==> src/hdl/alsc_pkg.sv <==
// Package for the audio level scope column generator: constants and shared types.
package alsc_pkg;

  localparam int unsigned COLUMNS_DEFAULT = 43;
  localparam int unsigned SAMPLE_W = 16;
  localparam int unsigned MASK_W = 7;
  localparam int unsigned INDEX_W = 6;

  // Register reset values.
  localparam logic [15:0] NOISE_GATE_RST = 16'd50;
  localparam logic [7:0]  FLOOR_RISE_RST = 8'd2;
  localparam logic [3:0]  DROP_SHIFT_RST = 4'd3;
  localparam logic [15:0] SILENCE_RST = 16'd200;
  localparam logic [3:0]  WARMUP_RST = 4'd7;

  // Register addresses (word index).
  localparam logic [2:0] REG_NOISE_GATE = 3'd0;
  localparam logic [2:0] REG_FLOOR_RISE = 3'd1;
  localparam logic [2:0] REG_DROP_SHIFT = 3'd2;
  localparam logic [2:0] REG_SILENCE = 3'd3;
  localparam logic [2:0] REG_WARMUP = 3'd4;

  localparam logic [MASK_W-1:0] MASK_FULL = 7'h7F;
  localparam logic [MASK_W-1:0] MASK_BASE = 7'h40;
  localparam logic [2:0] HEIGHT_MAX = 3'd7;

  // Divider request from the sequencer.
  typedef struct packed {
    logic        start;
    logic [18:0] num;
    logic [16:0] den;
  } div_req_t;

  // Divider response.
  typedef struct packed {
    logic       done;
    logic [2:0] height;
  } div_rsp_t;

  // Column mask from a height.
  function automatic logic [MASK_W-1:0] height_mask(input logic [2:0] h);
    logic [MASK_W-1:0] m;
    m = MASK_FULL << (HEIGHT_MAX - h);
    return (h == 3'd0) ? MASK_BASE : m;
  endfunction

endpackage

==> src/hdl/audio_level_scope_columns_unit.sv <==
// Top level of the audio level scope column generator: sequencer, registers and ring.
//
//  Channel | Signals                                          | Direction
//  in      | in_valid in_ready tx_active ptt_held display_enabled amplitude | request in
//  out     | out_valid out_ready column_index column_mask last_column | request out
//  cfg     | psel penable pwrite paddr pwdata prdata pready    | APB slave
//
// A request with tx_active low or ptt_held low is taken without storing a sample. A
// stored sample passes through S_RD and S_WR. A displayed frame adds a min/max pass
// through the single ring port and the floor update, then one division per column in
// the shared divider. After reset, and at each session start, the ring is refilled one
// slot a cycle while no request is taken. Output stalls hold the sequencer.
module audio_level_scope_columns_unit #(
  parameter int unsigned COLUMNS = alsc_pkg::COLUMNS_DEFAULT
) (
  input  logic        clk,
  input  logic        rst,
  input  logic        in_valid,
  output logic        in_ready,
  input  logic        tx_active,
  input  logic        ptt_held,
  input  logic        display_enabled,
  input  logic [15:0] amplitude,
  output logic        out_valid,
  input  logic        out_ready,
  output logic [5:0]  column_index,
  output logic [6:0]  column_mask,
  output logic        last_column,
  input  logic        psel,
  input  logic        penable,
  input  logic        pwrite,
  input  logic [4:0]  paddr,
  input  logic [31:0] pwdata,
  output logic [31:0] prdata,
  output logic        pready
);

  localparam int unsigned AW = $clog2(COLUMNS);
  localparam logic [AW-1:0] LAST = AW'(COLUMNS - 1);

  typedef enum logic [3:0] {
    S_CLEAR, S_IDLE, S_RD, S_WR, S_SCAN, S_FLOOR, S_COLRD, S_COLDIV,
    S_COLWAIT, S_EMIT
  } state_t;

  state_t state;
  logic [15:0] noise_gate, silence_level;
  logic [7:0]  floor_rise;
  logic [3:0]  floor_drop_shift, warmup_frames, warmup_count;
  logic [AW-1:0] write_slot, ptr, cnt;
  logic [15:0] floor_level, mn, mx, sample;
  logic        in_session, disp, scan_first, scan_prime;
  logic        ram_we;
  logic [AW-1:0] ram_addr;
  logic [15:0] ram_wdata, ram_rdata;
  alsc_pkg::div_req_t dreq;
  alsc_pkg::div_rsp_t drsp;
  logic [15:0] range;
  logic        gate_ok;
  logic [16:0] gap_sh;
  logic [16:0] drop;
  logic [16:0] rise;
  logic        hold_new;
  logic [15:0] slot_val, wr_val;

  // Register port.
  assign pready = 1'b1;
  always_ff @(posedge clk) begin
    if (rst) begin
      noise_gate <= alsc_pkg::NOISE_GATE_RST;
      floor_rise <= alsc_pkg::FLOOR_RISE_RST;
      floor_drop_shift <= alsc_pkg::DROP_SHIFT_RST;
      silence_level <= alsc_pkg::SILENCE_RST;
      warmup_frames <= alsc_pkg::WARMUP_RST;
    end else if (psel && penable && pwrite) begin
      unique case (paddr[4:2])
        alsc_pkg::REG_NOISE_GATE: noise_gate <= pwdata[15:0];
        alsc_pkg::REG_FLOOR_RISE: floor_rise <= pwdata[7:0];
        alsc_pkg::REG_DROP_SHIFT: floor_drop_shift <= pwdata[3:0];
        alsc_pkg::REG_SILENCE: silence_level <= pwdata[15:0];
        alsc_pkg::REG_WARMUP: warmup_frames <= pwdata[3:0];
        default: ;
      endcase
    end
  end

  // Register read-back.
  always_comb begin
    unique case (paddr[4:2])
      alsc_pkg::REG_NOISE_GATE: prdata = {16'b0, noise_gate};
      alsc_pkg::REG_FLOOR_RISE: prdata = {24'b0, floor_rise};
      alsc_pkg::REG_DROP_SHIFT: prdata = {28'b0, floor_drop_shift};
      alsc_pkg::REG_SILENCE: prdata = {16'b0, silence_level};
      alsc_pkg::REG_WARMUP: prdata = {28'b0, warmup_frames};
      default: prdata = '0;
    endcase
  end

  alsc_ram #(.WIDTH(16), .DEPTH(COLUMNS)) u_ring (
    .clk(clk), .we(ram_we), .addr(ram_addr), .wdata(ram_wdata), .rdata(ram_rdata)
  );

  alsc_div u_div (.clk(clk), .rst(rst), .req(dreq), .rsp(drsp));

  // Floor update arithmetic.
  assign gap_sh = {1'b0, (floor_level - mn) >> floor_drop_shift} + 17'd1;
  assign drop = (gap_sh > {1'b0, floor_level}) ? 17'd0 : {1'b0, floor_level} - gap_sh;
  assign rise = {1'b0, floor_level} + {9'b0, floor_rise};
  assign range = (mx > floor_level) ? mx - floor_level : 16'd0;
  assign gate_ok = (range >= noise_gate) && (range != 16'd0);

  // Sample to store: new reading after warm-up, else old value; zero becomes silence.
  assign slot_val = hold_new ? sample : ram_rdata;
  assign wr_val = (slot_val == 16'd0) ? silence_level : slot_val;

  // Ring port and divider request.
  always_comb begin
    ram_we = 1'b0;
    ram_addr = ptr;
    ram_wdata = wr_val;
    dreq = '0;
    unique case (state)
      S_CLEAR: begin
        ram_we = 1'b1;
        ram_wdata = silence_level;
      end
      S_WR: ram_we = 1'b1;
      default: ;
    endcase
    if (state == S_COLDIV) begin
      dreq.start = 1'b1;
      dreq.num = (ram_rdata > floor_level) ? 19'(ram_rdata - floor_level) * 19'd7 : 19'd0;
      dreq.den = {1'b0, range};
    end
  end

  assign in_ready = (state == S_IDLE);

  // Sequencer.
  always_ff @(posedge clk) begin
    if (rst) begin
      state <= S_CLEAR;
      ptr <= '0;
      write_slot <= '0;
      floor_level <= alsc_pkg::SILENCE_RST;
      in_session <= 1'b0;
      out_valid <= 1'b0;
    end else begin
      unique case (state)
        S_CLEAR: begin
          if (ptr == LAST) begin
            ptr <= write_slot;
            // A session start goes on to store its sample; after reset the block idles.
            state <= in_session ? S_RD : S_IDLE;
          end else begin
            ptr <= ptr + AW'(1);
          end
        end
        S_IDLE: begin
          if (in_valid) begin
            disp <= display_enabled;
            sample <= amplitude;
            if (!tx_active) begin
              in_session <= 1'b0;
            end else if (ptt_held) begin
              if (!in_session) begin
                in_session <= 1'b1;
                write_slot <= '0;
                floor_level <= silence_level;
                ptr <= '0;
                state <= S_CLEAR;
              end else begin
                ptr <= write_slot;
                state <= S_RD;
              end
            end
          end
        end
        S_RD: begin
          // Wait for the old slot value.
          state <= S_WR;
        end
        S_WR: begin
          // Slot write-back stores the new reading, or during warm-up the old value read in S_RD.
          write_slot <= (ptr == LAST) ? '0 : ptr + AW'(1);
          if (disp) begin
            cnt <= '0;
            scan_first <= 1'b1;
            scan_prime <= 1'b1;
            ptr <= '0;
            state <= S_SCAN;
          end else begin
            state <= S_IDLE;
          end
        end
        S_SCAN: begin
          // The RAM read is registered, so the first pass through S_SCAN only primes the read.
          ptr <= (ptr == LAST) ? '0 : ptr + AW'(1);
          if (scan_prime) begin
            scan_prime <= 1'b0;
          end else begin
            if (!scan_first) begin
              if (ram_rdata < mn) mn <= ram_rdata;
              if (ram_rdata > mx) mx <= ram_rdata;
            end else begin
              mn <= ram_rdata;
              mx <= ram_rdata;
            end
            scan_first <= 1'b0;
            if (cnt == LAST) begin
              state <= S_FLOOR;
            end else begin
              cnt <= cnt + AW'(1);
            end
          end
        end
        S_FLOOR: begin
          if (floor_level > mn) begin
            floor_level <= drop[15:0];
          end else begin
            floor_level <= rise[16] ? 16'hFFFF : rise[15:0];
          end
          ptr <= write_slot;
          cnt <= '0;
          state <= S_COLRD;
        end
        S_COLRD: state <= S_COLDIV;
        S_COLDIV: state <= S_COLWAIT;
        S_COLWAIT: begin
          if (drsp.done) begin
            column_mask <= alsc_pkg::height_mask(gate_ok ? drsp.height : 3'd0);
            column_index <= 6'(cnt);
            last_column <= (cnt == LAST);
            out_valid <= 1'b1;
            state <= S_EMIT;
          end
        end
        S_EMIT: begin
          if (out_ready) begin
            out_valid <= 1'b0;
            if (cnt == LAST) begin
              state <= S_IDLE;
            end else begin
              cnt <= cnt + AW'(1);
              ptr <= (ptr == LAST) ? '0 : ptr + AW'(1);
              state <= S_COLRD;
            end
          end
        end
        default: state <= S_IDLE;
      endcase
    end
  end

  // Warm-up count rises once per stored frame until it reaches the register value.
  always_ff @(posedge clk) begin
    if (rst) begin
      warmup_count <= '0;
    end else if (state == S_RD && warmup_count < warmup_frames) begin
      warmup_count <= warmup_count + 4'd1;
    end
  end

  // Whether this frame stores its new reading, decided before the count moves.
  always_ff @(posedge clk) begin
    if (state == S_RD) hold_new <= (warmup_count >= warmup_frames);
  end

  property p_ready_idle;
    @(posedge clk) disable iff (rst) in_ready |-> !out_valid;
  endproperty
  a_ready_idle: assert property (p_ready_idle)
    else $error("input ready while a column is pending");

  property p_last_idx;
    @(posedge clk) disable iff (rst) out_valid && last_column |-> column_index == 6'(LAST);
  endproperty
  a_last_idx: assert property (p_last_idx)
    else $error("last column flag on the wrong column");

  property p_hold;
    @(posedge clk) disable iff (rst) out_valid && !out_ready |=> out_valid && $stable(column_mask);
  endproperty
  a_hold: assert property (p_hold)
    else $error("column dropped while stalled");

endmodule

==> src/hdl/alsc_ram.sv <==
// Generic single-port RAM with a registered read.
module alsc_ram #(
  parameter int unsigned WIDTH = 16,
  parameter int unsigned DEPTH = 43
) (
  input  logic                     clk,
  input  logic                     we,
  input  logic [$clog2(DEPTH)-1:0] addr,
  input  logic [WIDTH-1:0]         wdata,
  output logic [WIDTH-1:0]         rdata
);

  logic [WIDTH-1:0] mem [DEPTH];

  // One address per cycle: a write when we is high, and always a read of the old contents.
  always_ff @(posedge clk) begin
    if (we) begin
      mem[addr] <= wdata;
    end
    rdata <= mem[addr];
  end

endmodule

==> src/hdl/alsc_div.sv <==
// Restoring divider that computes min(num / den, 7) one quotient bit per cycle.
module alsc_div (
  input  logic               clk,
  input  logic               rst,
  input  alsc_pkg::div_req_t req,
  output alsc_pkg::div_rsp_t rsp
);

  logic [18:0] rem;
  logic [16:0] den;
  logic [2:0]  quo;
  logic [1:0]  step;
  logic        busy;
  logic        sat;
  logic [19:0] trial;

  // Trial subtraction of the shifted divisor.
  assign trial = {1'b0, rem} - ({3'b0, den} << step);

  // Quotient is saturated at 7 when num >= 8*den, checked up front.
  always_ff @(posedge clk) begin
    if (rst) begin
      busy <= 1'b0;
      rsp <= '0;
    end else if (req.start) begin
      rem  <= req.num;
      den  <= req.den;
      quo  <= '0;
      step <= 2'd2;
      busy <= 1'b1;
      sat  <= ({1'b0, req.num} >= ({3'b0, req.den} << 3));
      rsp.done <= 1'b0;
    end else if (busy) begin
      if (!trial[19]) begin
        rem <= trial[18:0];
      end
      quo[step] <= !trial[19];
      if (step == 2'd0) begin
        busy <= 1'b0;
        rsp.done <= 1'b1;
        rsp.height <= sat ? alsc_pkg::HEIGHT_MAX : {quo[2:1], !trial[19]};
      end else begin
        step <= step - 2'd1;
        rsp.done <= 1'b0;
      end
    end else begin
      rsp.done <= 1'b0;
    end
  end

  property p_done_after_busy;
    @(posedge clk) disable iff (rst) rsp.done |-> $past(busy);
  endproperty
  a_done_after_busy: assert property (p_done_after_busy)
    else $error("divider finished without running");

  property p_busy_start;
    @(posedge clk) disable iff (rst) $past(req.start) && !$past(rst) |-> busy;
  endproperty
  a_busy_start: assert property (p_busy_start)
    else $error("divider did not start");

  property p_step_range;
    @(posedge clk) disable iff (rst) busy |-> step <= 2'd2;
  endproperty
  a_step_range: assert property (p_step_range)
    else $error("divider step out of range");

endmodule
==> config.mk <==
export PLATFORM = sky130hd
export DESIGN_NAME = audio_level_scope_columns_unit
export DESIGN_NICKNAME = d
export VERILOG_FILES = /design/src/hdl/alsc_pkg.sv /design/src/hdl/audio_level_scope_columns_unit.sv /design/src/hdl/alsc_ram.sv /design/src/hdl/alsc_div.sv
export SDC_FILE = /design/constraint.sdc
export NUM_CORES = 1
export LEC_CHECK = 0
export ABC_AREA = 1
export BUFFER_PORTS_ARGS = -buffer_cell sky130_fd_sc_hd__buf_4
export CORE_MARGIN = 2
export CORE_UTILIZATION = 40
export CTS_BUF_LIST = sky130_fd_sc_hd__clkbuf_2 sky130_fd_sc_hd__clkbuf_4 sky130_fd_sc_hd__clkbuf_8
export DETAILED_ROUTE_END_ITERATION = 10
export GPL_TIMING_DRIVEN = 0
export MAX_ROUTING_LAYER = met4
export PLACE_DENSITY_LB_ADDON = 0.15
export SYNTH_ARGS = -nofsm -noshare
export SYNTH_HDL_FRONTEND = slang
export SYNTH_SLANG_ARGS = --single-unit
==> constraint.sdc <==
create_clock -name clk -period 14.9 [get_ports clk]
set_input_delay 0.745 -clock clk [delete_from_list [all_inputs] [get_ports clk]]
set_output_delay 0.745 -clock clk [all_outputs]
set_load 0.05 [all_outputs]
==> results.cfg, run 1 <==
[drt]
routed_wire_length_per_instance_um = 24.8
dr.first_iter.drc_count = 3672
antenna_left = 0
drt_drc_violations_left = 0
routed-via-count = 33049
drt-vias-per-instance = 5.55
drt-total-wl_um = 148000
drt-pass1-iter-count = 7

[sta]
finalMaxSlewViolations = 0
setup_ws_ns = 8.35
grt_setup_unrepaired = false
final.min_clock_period_ns = 6.55
max_slew.worst_pin.slew_ns = 1.37
final_total_negative_setup_slack_ns = 0
layout_worst_path_cycle_share = 0.440
maxClockFrequency_mhz = 153
setup_viol_count_final = 0
timing.final.hold_violations = 0
max_slew_margin = 0.0832
fin_skew_ns = 0.0420

[layout]
drive_above_1_share = 0.122
final_common_cell = sky130_fd_sc_hd__nand2_1
final_cell_mix = sky130_fd_sc_hd__nand2_1, sky130_fd_sc_hd__edfxtp_1, sky130_fd_sc_hd__inv_1
nets = 4706
flow.area_growth_from_synthesis_pct = 15.4

[placed_design]
post-dp-hpwl_um = 107000
place.port_buffers = 75
detailedPlace.worstSlack_ns = 8.50
finalWeightedCongestion = 0.951

[critical_path]
cp-start-kind = flip-flop
timing.critical_path.max_delay_family = compound AO/OA/AOI/OAI gates
critical_path_required_ns = 15.47
worstSetupEndpointType = flip-flop
most_repeated_library_cell_on_the_critical_path = sky130_fd_sc_hd__nand2_1
worstSetupPathType = flip-flop to flip-flop
critPathSlowestCell = sky130_fd_sc_hd__dfxtp_1
critical_path.n_buffers_inverters = 2
worst_path_largest_cell_delay_ns = 0.59
worstPathMaxFanout = 7
worstPathArrival_ns = 7.12

[power_and_ir_drop]
comb_power_share = 0.472
max-vdd-ir-drop_v = 0.000383
switch_pwr_mw = 4.56
cell_area_power_density_mw_per_mm2 = 207
p_leak_nw = 19.5
pwr-share-seq = 0.313
share_clk_of_total_power = 0.215
sw_frac_of_total = 0.436
internal-power_mw = 5.91

[synth]
asyncSetResetFlopFracSynth = 0
synthesized_area_mm2 = 0.0439
most_instantiated_flip_flop_cell_in_the_synthesis_netlist = sky130_fd_sc_hd__edfxtp_1
post_synth.cell_area_avg_um2 = 10.7
flops_latches_synth = 907
total_of_warnings_raised_by_yosys = 0
number_of_distinct_standard_cells_referenced_by_the_synthesized_netlist = 69
synth-edff-count = 800
number_of_instances_in_the_synthesized_netlist = 4120
seq_area_frac_synth = 0.596

[clock_tree]
path_clk_slew_ns = 0.06
h-tree-depth = 4
worstSkewPairLatency_ns = 0.85
ctsRootBufferMaster = sky130_fd_sc_hd__clkbuf_8
cts.sinks = 907
post_cts.resized_instances = 0
cts.path.max_buffers = 3
tritoncts.num_buffers = 154
setup_bufs_post_cts = 0
cts-hold-fix-buffers = 0
tritoncts = yes

[grt]
first_pass_grt_wire_length_um = 213000
number_of_antenna_violations_at_the_first_check_in_global_routing = 1
globalRouteTotalUtil = 0.268
grt.overflow.total = 0
grt_pass1_vias = 31312
grt_max_degree = 38

[floorplan]
chipHeight_um = 335
num_io_pins = 112
fp.coreArea_mm2 = 0.109
floorplan.rows = 121
dieWidth_um = 335
initial_core_util = 0.403
die_area_mm2 = 0.112

[outcome]
outcome = completed

[flow_run]
maxCapViolCount = 0

[hold_path]
worstHoldPathType = input pin to flip-flop
[final timing paths]
path                                             startpoint                    endpoint  slack (ns)  depth (start not counted)
worst max register to register  floor_level[1]$_SDFFE_PP0P_         u_div.sat$_DFFE_PP_        8.35                         32
worst max-delay path            floor_level[1]$_SDFFE_PP0P_         u_div.sat$_DFFE_PP_        8.35                         32
worst min-delay path                          amplitude[11]        sample[11]$_DFFE_PP_        0.09                          1
worst min register to register   write_slot[2]$_SDFFE_PP0P_  write_slot[2]$_SDFFE_PP0P_        0.48                          2
[worst register-to-register path: cells and delay by family (launching register included)]
| kind | cells | cell delay (ns) |
|---|---|---|
| compound gates | 8 | 1.61 |
| xor+xnor | 3 | 0.83 |
| buf+inv | 2 | 0.35 |
| fa+ha+maj | 4 | 1.32 |
| simple gates | 15 | 1.58 |
| flops | 1 | 0.59 |
[through the flow]
step / hold slack [ns] / utilization / cell area [um2] / power, mW / instances
CTS: 0.0181 / 0.465 / 50600 / 10.5 / 5954
finish: 0.0896 / 0.465 / 50700 / 10.5 / 5956
global route: 0.0513 / 0.465 / 50700 / 11.1 / 5956
floorplan: 0.426 / - / 44000 / 6.33 / 4136
global placement: 0.465 / 0.425 / 46300 / 8.12 / 5625
detailed placement: 0.471 / 0.437 / 47600 / 8.23 / 5679
[synthesized netlist by cell type, drive strengths merged (107+ instances only)]
cell type,number,area [um2]
nand2,853,3230
edfxtp,800,24000
inv,416,1560
a21oi,264,1330
nor2,225,882
ha,210,2630
o21ai,200,1010
nand3,187,1030
a22oi,117,878
clkbuf,111,417
nand4,111,709
dfxtp,107,2140
[flip-flops by register name, summed over array words and instances, names as in the netlist, 2 cells and up]
name              count
u_ring.mem          688
u_div.rem            19
floor_level          16
mn                   16
mx                   16
noise_gate           16
sample               16
silence_level        16
u_div.den            16
u_ring.rdata         16
floor_rise            8
column_mask           7
cnt                   6
column_index          6
ptr                   6
write_slot            6
floor_drop_shift      4
state                 4
u_div.rsp             4
warmup_count          4
warmup_frames         4
u_div.quo             2
u_div.step            2
[power by group through the flow]
stage                     registers (mW)  clock network [mW]  logic (mW)
final                               3.28                2.25        4.94
after global routing                3.29                2.39        5.39
after CTS                           3.28                2.28        4.94
after detailed placement            3.33                   0        4.90
after global placement              3.40                   0        4.71
after floorplan                     3.28                   0        3.06
[kinds of logic (layout without fill, tap and decap cells)]
group                    after synthesis  count (layout)  synth area share
adder cells (fa/ha/maj)              222             222            0.0653
flip-flops                           907             907             0.596
multiplexers                           3               3          0.000684
AO/OA/AOI/OAI                        850             850             0.124
other                                  2              20          0.000171
XOR/XNOR                              78              78            0.0156
buffers and inverters                588             992            0.0527
AND/OR/NAND/NOR                     1470            1470             0.146
[layout make-up]
cell class / count / area (um2)
Clock buffer: 227 / 2730
Clock inverter: 48 / 323
Sequential cell: 907 / 26200
Antenna cell: 2 / 5.00
Inverter: 421 / 1580
Timing Repair Buffer: 129 / 1550
Multi-Input combinational cell: 2641 / 15800
Tap cell: 1414 / 1770
Buffer: 167 / 732
Fill cell: 10220 / 58200
[layer usage]
metal	wire, um	share of wire	track usage
met5	0	0	-
met2	66600	0.45	0.407
met4	5700	0.039	0.101
met3	10300	0.070	0.0459
met1	65200	0.44	0.360
No activity file was read; power rests on OpenSTA's default activity.
==> inputs of run 2 (changes only) <==
- ABC_AREA: 1 -> 0
- clock period: 14.9 -> 6.2 ns (I/O delays scaled with it)
==> run 2 against run 1 <==
Sequential share of layout area down 2.7 points. Core utilization increased by 1.8 points. Non-clock buffer count is 141 higher. Synthesized cell count is 9.2% lower. Combinational power shrank 33%. Die area grew 1.7%.
==> results.cfg, run 2 <==
[outcome]
outcome = completed

[layout]
fin_util = 0.483
reg.largest.list = u_ring.mem (688), u_div.rem (19)
largest_register_by_flop_count = u_ring.mem
final_common_cell = sky130_fd_sc_hd__edfxtp_1
largest_register_ff_count = 688
flow.area_growth_from_synthesis_pct = 19.7
final_cell_mix = sky130_fd_sc_hd__edfxtp_1, sky130_fd_sc_hd__nor2_1, sky130_fd_sc_hd__nand2_1
stdcell_area_mm2 = 0.0535
nets = 4435
post_layout_nonfiller_instances = 5768
drive_above_1_share = 0.178
fillers = 10064

[synth]
number_of_distinct_standard_cells_referenced_by_the_synthesized_netlist = 101
flops_latches_synth = 907
most_instantiated_flip_flop_cell_in_the_synthesis_netlist = sky130_fd_sc_hd__edfxtp_1
ys_top_cells_by_area = sky130_fd_sc_hd__edfxtp_1, sky130_fd_sc_hd__ha_1, sky130_fd_sc_hd__dfxtp_1
seq_area_frac_synth = 0.586
number_of_instances_in_the_synthesized_netlist = 3742
synth-edff-count = 800
post_synth.cell_area_avg_um2 = 11.9
synth.most_common_cell = sky130_fd_sc_hd__edfxtp_1
post-synth-top-area-fraction = 0.538
yosys.area.top_type = sky130_fd_sc_hd__edfxtp_1
synthesized_area_mm2 = 0.0447
total_of_warnings_raised_by_yosys = 0
yosys-top-cells-count = sky130_fd_sc_hd__edfxtp_1, sky130_fd_sc_hd__nor2_1, sky130_fd_sc_hd__nand2_1, sky130_fd_sc_hd__a21oi_1, sky130_fd_sc_hd__ha_1
asyncSetResetFlopFracSynth = 0

[placed_design]
finalWeightedCongestion = 0.936
place.port_buffers = 75
placed_cells_incl_taps = 5382
post-dp-hpwl_um = 110000
placed_cell_area_mm2 = 0.0485

[grt]
first_pass_grt_wire_length_um = 224000
number_of_antenna_violations_at_the_first_check_in_global_routing = 2
grt_max_degree = 41
globalRouteTotalUtil = 0.274
grt.overflow.total = 0
grt_pass1_vias = 32233

[clock_tree]
cts.path.max_buffers = 3
worstSkewPairLatency_ns = 0.87
h-tree-depth = 4
ctsRootBufferMaster = sky130_fd_sc_hd__clkbuf_8
path_clk_slew_ns = 0.07
tritoncts.num_buffers = 158
cts.sinks = 907
tritoncts = yes

[floorplan]
die_area_mm2 = 0.114
num_io_pins = 112
initial_core_util = 0.404
floorplan.rows = 122
fp.coreArea_mm2 = 0.111
dieWidth_um = 338
chipHeight_um = 338

[drt]
drt-vias-per-instance = 5.86
drt-pass1-iter-count = 6
drt-total-wl_um = 155000
dr.first_iter.drc_count = 3777
drt_drc_violations_left = 0
routed_wire_length_per_instance_um = 26.9
antenna_left = 0
routed-via-count = 33788

[critical_path]
reg2reg_setup_slack_ns = 0.05
r2r_cells = 28
worstSetupEndpointType = flip-flop
worstSetupPathType = flip-flop to flip-flop
worst_path_largest_cell_delay_ns = 0.59
rr_startpoint = floor_level[6]$_SDFFE_PP1P_
critical_path_required_ns = 6.91
critPathSlowestCell = sky130_fd_sc_hd__dfxtp_1
cp-startpoint = floor_level[6]$_SDFFE_PP1P_
worstPathMaxFanout = 10
worstPathArrival_ns = 6.87
cp-start-kind = flip-flop
rr_endpoint = floor_level[10]$_SDFFE_PP0P_

[power_and_ir_drop]
max-vdd-ir-drop_v = 0.000298
cell_area_power_density_mw_per_mm2 = 295
p_leak_nw = 19.1

[sta]
fin_skew_ns = 0.0590
max_slew_margin = 0.144
setup_viol_count_final = 0
maxClockFrequency_mhz = 163
layout_worst_path_cycle_share = 0.992
finalMaxSlewViolations = 0
final.min_clock_period_ns = 6.15
timing.hold.ws_ns = 0.154
grt_setup_unrepaired = true
timing.final.hold_violations = 0
max_slew.worst_pin.slew_ns = 1.28

[hold_path]
hold-path-cell-count = 4
worstHoldPathType = input pin to flip-flop
min-delay-start = paddr[3]
whs_endpoint = warmup_frames[0]$_SDFFE_PP1P_

[flow_run]
maxCapViolCount = 0
-- run 2: changes by cell type in the layout (fill, tap and decap cells not counted), moves of 34 or more --
cell                            delta
sky130_fd_sc_hd__nand4_1          -44
sky130_fd_sc_hd__nor2b_1          +34
sky130_fd_sc_hd__inv_1           -215
sky130_fd_sc_hd__a21oi_1          -57
sky130_fd_sc_hd__o21ai_0          -34
sky130_fd_sc_hd__nand3_1          -95
sky130_fd_sc_hd__dlygate4sd3_1    +39
sky130_fd_sc_hd__clkbuf_1         +36
sky130_fd_sc_hd__nor2_1           +70
sky130_fd_sc_hd__a21o_1           +42
sky130_fd_sc_hd__mux2i_1          +74
sky130_fd_sc_hd__nand2_1         -590
sky130_fd_sc_hd__buf_4            +50
sky130_fd_sc_hd__a22oi_1          +43
-- run 2: cells by family (layout without fill, tap and decap cells) --
| logic type | after synthesis | in the layout | synth area share |
|---|---|---|---|
| fa+ha+maj | 222 | 222 | 0.0642 |
| mux | 129 | 129 | 0.0353 |
| other cells | 2 | 22 | 0.000168 |
| compound gates | 1010 | 1010 | 0.156 |
| buf+inv | 400 | 918 | 0.0355 |
| xor+xnor | 106 | 106 | 0.0208 |
| simple gates | 966 | 966 | 0.102 |
| flops | 907 | 907 | 0.586 |
-- run 2: metrics by stage --
stage / setup TNS (ns) / power, mW / worst slack [ns]
after global routing: -1.13 / 16.4 / -0.175
after CTS: 0 / 15.6 / 0.0000320
after floorplan: 0 / 8.95 / 0.0565
after detailed placement: -20.98 / 9.79 / -1.66
after global placement: -23.42 / 9.74 / -1.72
final: 0 / 15.8 / 0.0482
-- run 2: repair_timing --
| action | in CTS | in global routing |
|---|---|---|
| pin swaps | 12 | 44 |
| gates resized for setup | 79 | 111 |
| endpoints found under the setup margin | 30 | 23 |
| hold endpoints to repair | 74 | 0 |
| gates cloned | 0 | 0 |
| hold buffers | 39 | 0 |
| setup buffers | 17 | 40 |
-- run 2: worst max-delay path by stage --
| stage | end | slack, ns | cells past startpoint |
|---|---|---|---|
| finish | floor_level[10]$_SDFFE_PP0P_ | 0.05 | 28 |
| global route | floor_level[10]$_SDFFE_PP0P_ | -0.17 | 28 |
| CTS | u_div.sat$_DFFE_PP_ | 0.00003 | 30 |
| detailed placement | u_div.sat$_DFFE_PP_ | -1.66 | 30 |
| global placement | u_div.sat$_DFFE_PP_ | -1.72 | 30 |
| floorplan | u_div.sat$_DFFE_PP_ | 0.06 | 30 |
-- run 2: where the power goes --
group | switching, mW | internal [mW] | leakage [nW] | total (mW)
clock | 2.60 | 3.10 | 1.71 | 5.69
sequential | 0.104 | 6.65 | 8.18 | 6.75
combinational | 1.93 | 1.40 | 9.19 | 3.32
total | 4.63 | 11.1 | 19.1 | 15.8
-- run 2: final cells by class --
| cell class | instances | area [um2] | share of cell area |
|---|---|---|---|
| multi-input cells | 2451 | 18100 | 0.338 |
| repair buffers | 233 | 2460 | 0.0460 |
| clock inverters | 54 | 454 | 0.00849 |
| clock buffers | 232 | 2800 | 0.0523 |
| well taps | 1488 | 1860 | 0.0348 |
| diodes | 4 | 10.0 | 0.000187 |
| inverters | 195 | 742 | 0.0139 |
| flip-flops and latches | 907 | 26200 | 0.490 |
| plain buffers | 204 | 861 | 0.0161 |
-- run 2: routing by layer --
| metal | GRT usage | vias to the layer above | wire, um |
|---|---|---|---|
| met2 | 0.419 | 1528 | 71100 |
| met4 | 0.0868 | 0 | 4920 |
| met3 | 0.0478 | 306 | 12200 |
| li1 | - | 15113 | - |
| met5 | - | - | 0 |
| met1 | 0.370 | 16841 | 67000 |
-- run 2: worst max-delay path, delay by kind of cell (launching register included) --
kind            cells  cell delay [ns]
fa+ha+maj           3             0.77
compound gates     11             1.97
buf+inv             3             0.49
simple gates        9             1.54
flops               1             0.59
mux                 1             0.32
xor+xnor            1             0.30
